[config.mk]
export PLATFORM = sky130hd
export DESIGN_NAME = mhpq_cell
export DESIGN_NICKNAME = d
export VERILOG_FILES = /design/src/design/max_heap_priority_queue_defines.svh /design/src/design/mhpq_pkg.sv /design/src/design/mhpq_cell.sv
export SDC_FILE = /design/constraint.sdc
export NUM_CORES = 1
export LEC_CHECK = 0
export BUFFER_PORTS_ARGS = -buffer_cell sky130_fd_sc_hd__buf_2
export CORE_UTILIZATION = 40
export DETAILED_ROUTE_END_ITERATION = 8
export PLACE_DENSITY = 0.73
export SETUP_SLACK_MARGIN = 0.02
export SLEW_MARGIN = 5
export SYNTH_ARGS = -nofsm -noshare
export SYNTH_HDL_FRONTEND = slang
export SYNTH_SLANG_ARGS = --single-unit
[constraint.sdc]
create_clock -name clk -period 8.6 [get_ports clk]
set_input_delay 0.86 -clock clk [delete_from_list [all_inputs] [get_ports clk]]
set_output_delay 0.86 -clock clk [all_outputs]
set_load 0.05 [all_outputs]
[src/design/max_heap_priority_queue_defines.svh]
// Assertion macros for the priority queue top level.
`ifndef MAX_HEAP_PRIORITY_QUEUE_DEFINES_SVH
`define MAX_HEAP_PRIORITY_QUEUE_DEFINES_SVH

`ifndef SYNTHESIS

// Property must hold at every clock edge outside reset.
`define MHPQ_ASSERT(lbl, clk_s, rst_ns, prop, msg) \
	lbl: assert property (@(posedge clk_s) disable iff (!rst_ns) (prop)) else $error(msg);

// Condition must never be seen at a clock edge outside reset.
`define MHPQ_NEVER(lbl, clk_s, rst_ns, cond, msg) \
	lbl: assert property (@(posedge clk_s) disable iff (!rst_ns) !(cond)) else $error(msg);

`else

`define MHPQ_ASSERT(lbl, clk_s, rst_ns, prop, msg)
`define MHPQ_NEVER(lbl, clk_s, rst_ns, cond, msg)

`endif

`endif

[src/design/mhpq_pkg.sv]
// Types and codes shared by the priority queue modules.
package mhpq_pkg;

	localparam int VALUE_W = 32;
	localparam int COUNT_FIELD_W = 7;

	// Request modes.
	localparam logic MODE_INSERT = 1'b0;
	localparam logic MODE_REMOVE = 1'b1;

	// Result status codes.
	localparam logic [1:0] STATUS_DONE  = 2'd0;
	localparam logic [1:0] STATUS_FULL  = 2'd1;
	localparam logic [1:0] STATUS_EMPTY = 2'd2;

	typedef struct packed {
		logic                      mode;
		logic signed [VALUE_W-1:0] value;
	} mhpq_req_t;

	typedef struct packed {
		logic [1:0]                status;
		logic signed [VALUE_W-1:0] top_value;
		logic [COUNT_FIELD_W-1:0]  entry_count;
	} mhpq_rsp_t;

	// Command broadcast to every cell of the sorted chain.
	typedef struct packed {
		logic                      ins;
		logic                      rem;
		logic signed [VALUE_W-1:0] value;
	} mhpq_cmd_t;

endpackage

[src/design/mhpq_cell.sv]
// One cell of the sorted chain: holds one entry and trades with its neighbors.
module mhpq_cell #(
	parameter int INDEX = 0,
	parameter int CNT_W = 7
) (
	input  logic                               clk,
	input  mhpq_pkg::mhpq_cmd_t                cmd,
	input  logic [CNT_W-1:0]                   count,
	input  logic signed [mhpq_pkg::VALUE_W-1:0] left_entry,
	input  logic                               left_keep,
	input  logic signed [mhpq_pkg::VALUE_W-1:0] right_entry,
	output logic signed [mhpq_pkg::VALUE_W-1:0] entry,
	output logic                               keep
);
	import mhpq_pkg::*;

	logic signed [VALUE_W-1:0] entry_q;
	logic                      occupied;

	// The cell holds a live entry when it lies below the fill level.
	assign occupied = count > CNT_W'(INDEX);

	// An entry at least as large as the new value stays where it is.
	assign keep  = occupied && (entry_q >= cmd.value);
	assign entry = entry_q;

	// Insert opens a gap at the first smaller entry; remove shifts toward the head.
	always_ff @(posedge clk) begin
		if (cmd.ins) begin
			if (keep) begin
				entry_q <= entry_q;
			end else if (left_keep) begin
				entry_q <= cmd.value;
			end else begin
				entry_q <= left_entry;
			end
		end else if (cmd.rem) begin
			entry_q <= right_entry;
		end
	end

endmodule

==> results.toml <==
[run_status]
status = "completed"

[logic_synthesis]
yosys_warnings = 0
synth_compound_area_frac = 0.1374
synth_simple_gate_area_frac = 0.1225
synthTopCellsByCount = "a21oi_1 (44), nor2_1 (33)"
synth_mux_area_frac = 0.1270
ys_types = 35
syn_area_per_cell_sq_um = 9.739
synth_seq_cells = 32
synthXorXnorAreaFrac = 0
synth_area_leaders = "edfxtp_1 (38%), ha_1 (16%), mux2i_1 (13%)"
yosysTopAreaCell = "edfxtp_1"
synth_flop_cell = "edfxtp_1"
synth_top_area_share = 0.3810
synth-async-reset-ratio = 0
synth_cells = 259
synthesis.nets = 398
synth_edf_count = 32
synth_top_family_by_area = "adder cells"
seq_area_frac_synth = 0.3810
synth_fa_ha_area_frac = 0.1587
syn_area_sq_um = 2522
yosysMostFrequentCell = "a21oi_1"

[timing]
maxSlewViolCount = 0
setup_tns_ns = 0
clock_skew_ns = 0.008834
tightest_slew_ns = 1.070
period_share = 0.4311
max_freq_mhz = 269.7
hold_violations = 0
setup_viol = 0
fin_crit_ns = 3.708
rsz0062_at_grt = "no"
whs_ns = 0.8904
relSlewSlack = 0.2865

[worst_setup_path]
crit_path_max_fanout = 3
r2r_cells = 7
crit_type = "in2out"
cp_data_required_time_ns = 7.74
critPathMaxStageDelay_ns = 0.35
cp-end-kind = "primary output"
cp_cell_sequence = "buf_2 -> inv_1 -> ha_1 -> nand4_1 -> nor4b_2 -> nand2_1 -> o31ai_2 -> nor3b_2 -> nor3_1 -> buf_2"
crit_arrival_ns = 2.85
slowest_stage = "nor4b_2"
critPathMostFrequentCell = "buf_2"
startpoint_type = "input pin"
reg2reg_slack_ns = 5.73

[floorplan]
core_area_sq_um = 5991
fp.dieArea_sq_um = 6628
die_w_um = 81.41
initial_core_util = 0.4211
die_h_um = 81.41
rows = 28
boundaryPins = 140

[grt]
grt_pass1_wl_mm = 9.811
first_global_vias = 2322
grt_max_degree = 67
antenna_found_initial = 0
grt_usage = 0.1949
overflow = 0

[clocking]
hold_buffers = 0
postCtsSetupBuffers = 0
ctsResizeCount = 0
worstSkewPairLatency_ns = 0.28
cts.path.max_buffers = 2
clk_pin_slew_ns = 0.07
cts_tree = "built"
cts_root_buffer = "clkbuf_8"
clock-sinks = 32
cts_max_level = 2
cts-buffers-inserted = 5

[route]
wl_mm = 6.133
vias = 2314
via_per_inst = 4.923
drt-pass1-iter-count = 4
wl_per_cell_um = 13.05
drc = 0
first_iter_violations = 37
drtAntennaViolNets = 0

[power_and_ir_drop]
leakage_nw = 1.716
power.density_nw_per_um2 = 157.4
peakVddDrop_v = 0.00009816

[layout]
syn_to_final_growth_pct = 31.94
multi_input_area_sq_um = 1378
final-seq-area_sq_um = 960.9
drive_above_1_share = 0.3899
final_cell_area_sq_um = 3328
nFillCells = 571
nets = 533
antenna_cells = 0
largest_reg_flops = 32

[min_path]
hold_path.class = "in2reg"
holdPathStages = 3

[place]
portBuffers = 139
dpl.hpwl_mm = 4.882
place_area_sq_um = 3248
gp_congestion = 0.7729

[flow_run]
cap_violations = 0
[metal layers]
| metal | track usage | part of all wire | vias up | routed length [um] |
|---|---|---|---|---|
| met5 | 0 | 0 | - | 0 |
| met4 | 0.08036 | 0.020 | 0 | 120 |
| met3 | 0.04556 | 0.064 | 11 | 390 |
| met2 | 0.3592 | 0.51 | 85 | 3144 |
| met1 | 0.2122 | 0.40 | 1014 | 2478 |
| li1 | - | - | 1204 | - |
[cell usage in the layout, fill, tap and decap left out, types with 2 or more instances in the layout]
cell type / synthesis / final
nand4_1: 4 / 4
o31ai_2: 2 / 2
a21o_1: 2 / 2
ha_1: 32 / 32
and4_1: 2 / 2
clkbuf_8: 2 / 5
edfxtp_1: 32 / 32
nor2b_1: 2 / 2
buf_2: 3 / 139
o21ai_1: 3 / 3
a211oi_2: 2 / 2
mux2i_1: 32 / 32
nor3_1: 2 / 2
a21oi_1: 44 / 44
nor2_1: 33 / 33
inv_1: 32 / 32
clkbuf_1: 6 / 2
nand2_1: 7 / 7
[stage by stage]
step	utilization	cells	setup slack (ns)	power, mW
after floorplan	-	259	4.694	0.3542
after global placement	0.5422	462	4.951	0.4126
after detailed placement	0.5422	462	4.878	0.4175
after CTS	0.5556	470	4.838	0.5297
after global routing	0.5556	470	4.740	0.5578
final	0.5556	470	4.892	0.5240
[cells by family after synthesis]
group / Yosys count
fa+ha+maj: 32
flops: 32
simple gates: 61
mux: 32
compound gates: 59
buf+inv: 43
[worst paths after layout]
| kind | to | start |
|---|---|---|
| setup / recovery | keep | cmd[31] |
| hold reg to reg | entry[11]$_DFFE_PP_ | entry[31]$_DFFE_PP_ |
| hold / removal | entry[8]$_DFFE_PP_ | right_entry[8] |
| setup reg to reg | entry[17]$_DFFE_PP_ | entry[14]$_DFFE_PP_ |
[critical path, delay by kind of cell]
family / cells / cell delay (ns)
and+or+nand+nor: 5 / 0.98
buffers and inverters: 3 / 0.45
adders and majority gates: 1 / 0.32
AOI/OAI and AO/OA: 1 / 0.24
[area by class of cell]
cell class	count	area share
well taps	75	0.02820
clock inverters	1	0.001128
flip-flops and latches	32	0.2887
multi-input cells	184	0.4139
repair buffers	139	0.2090
inverters	32	0.03609
clock buffers	7	0.02293
[report_power, final]
part | total, mW | leakage (nW) | internal (mW) | switching, mW
clock | 0.112 | 0.0399 | 0.0563 | 0.0554
combinational | 0.206 | 1.37 | 0.0696 | 0.136
sequential | 0.206 | 0.308 | 0.197 | 0.00910
total | 0.524 | 1.72 | 0.323 | 0.201
No activity file was read; power rests on OpenSTA's default activity.
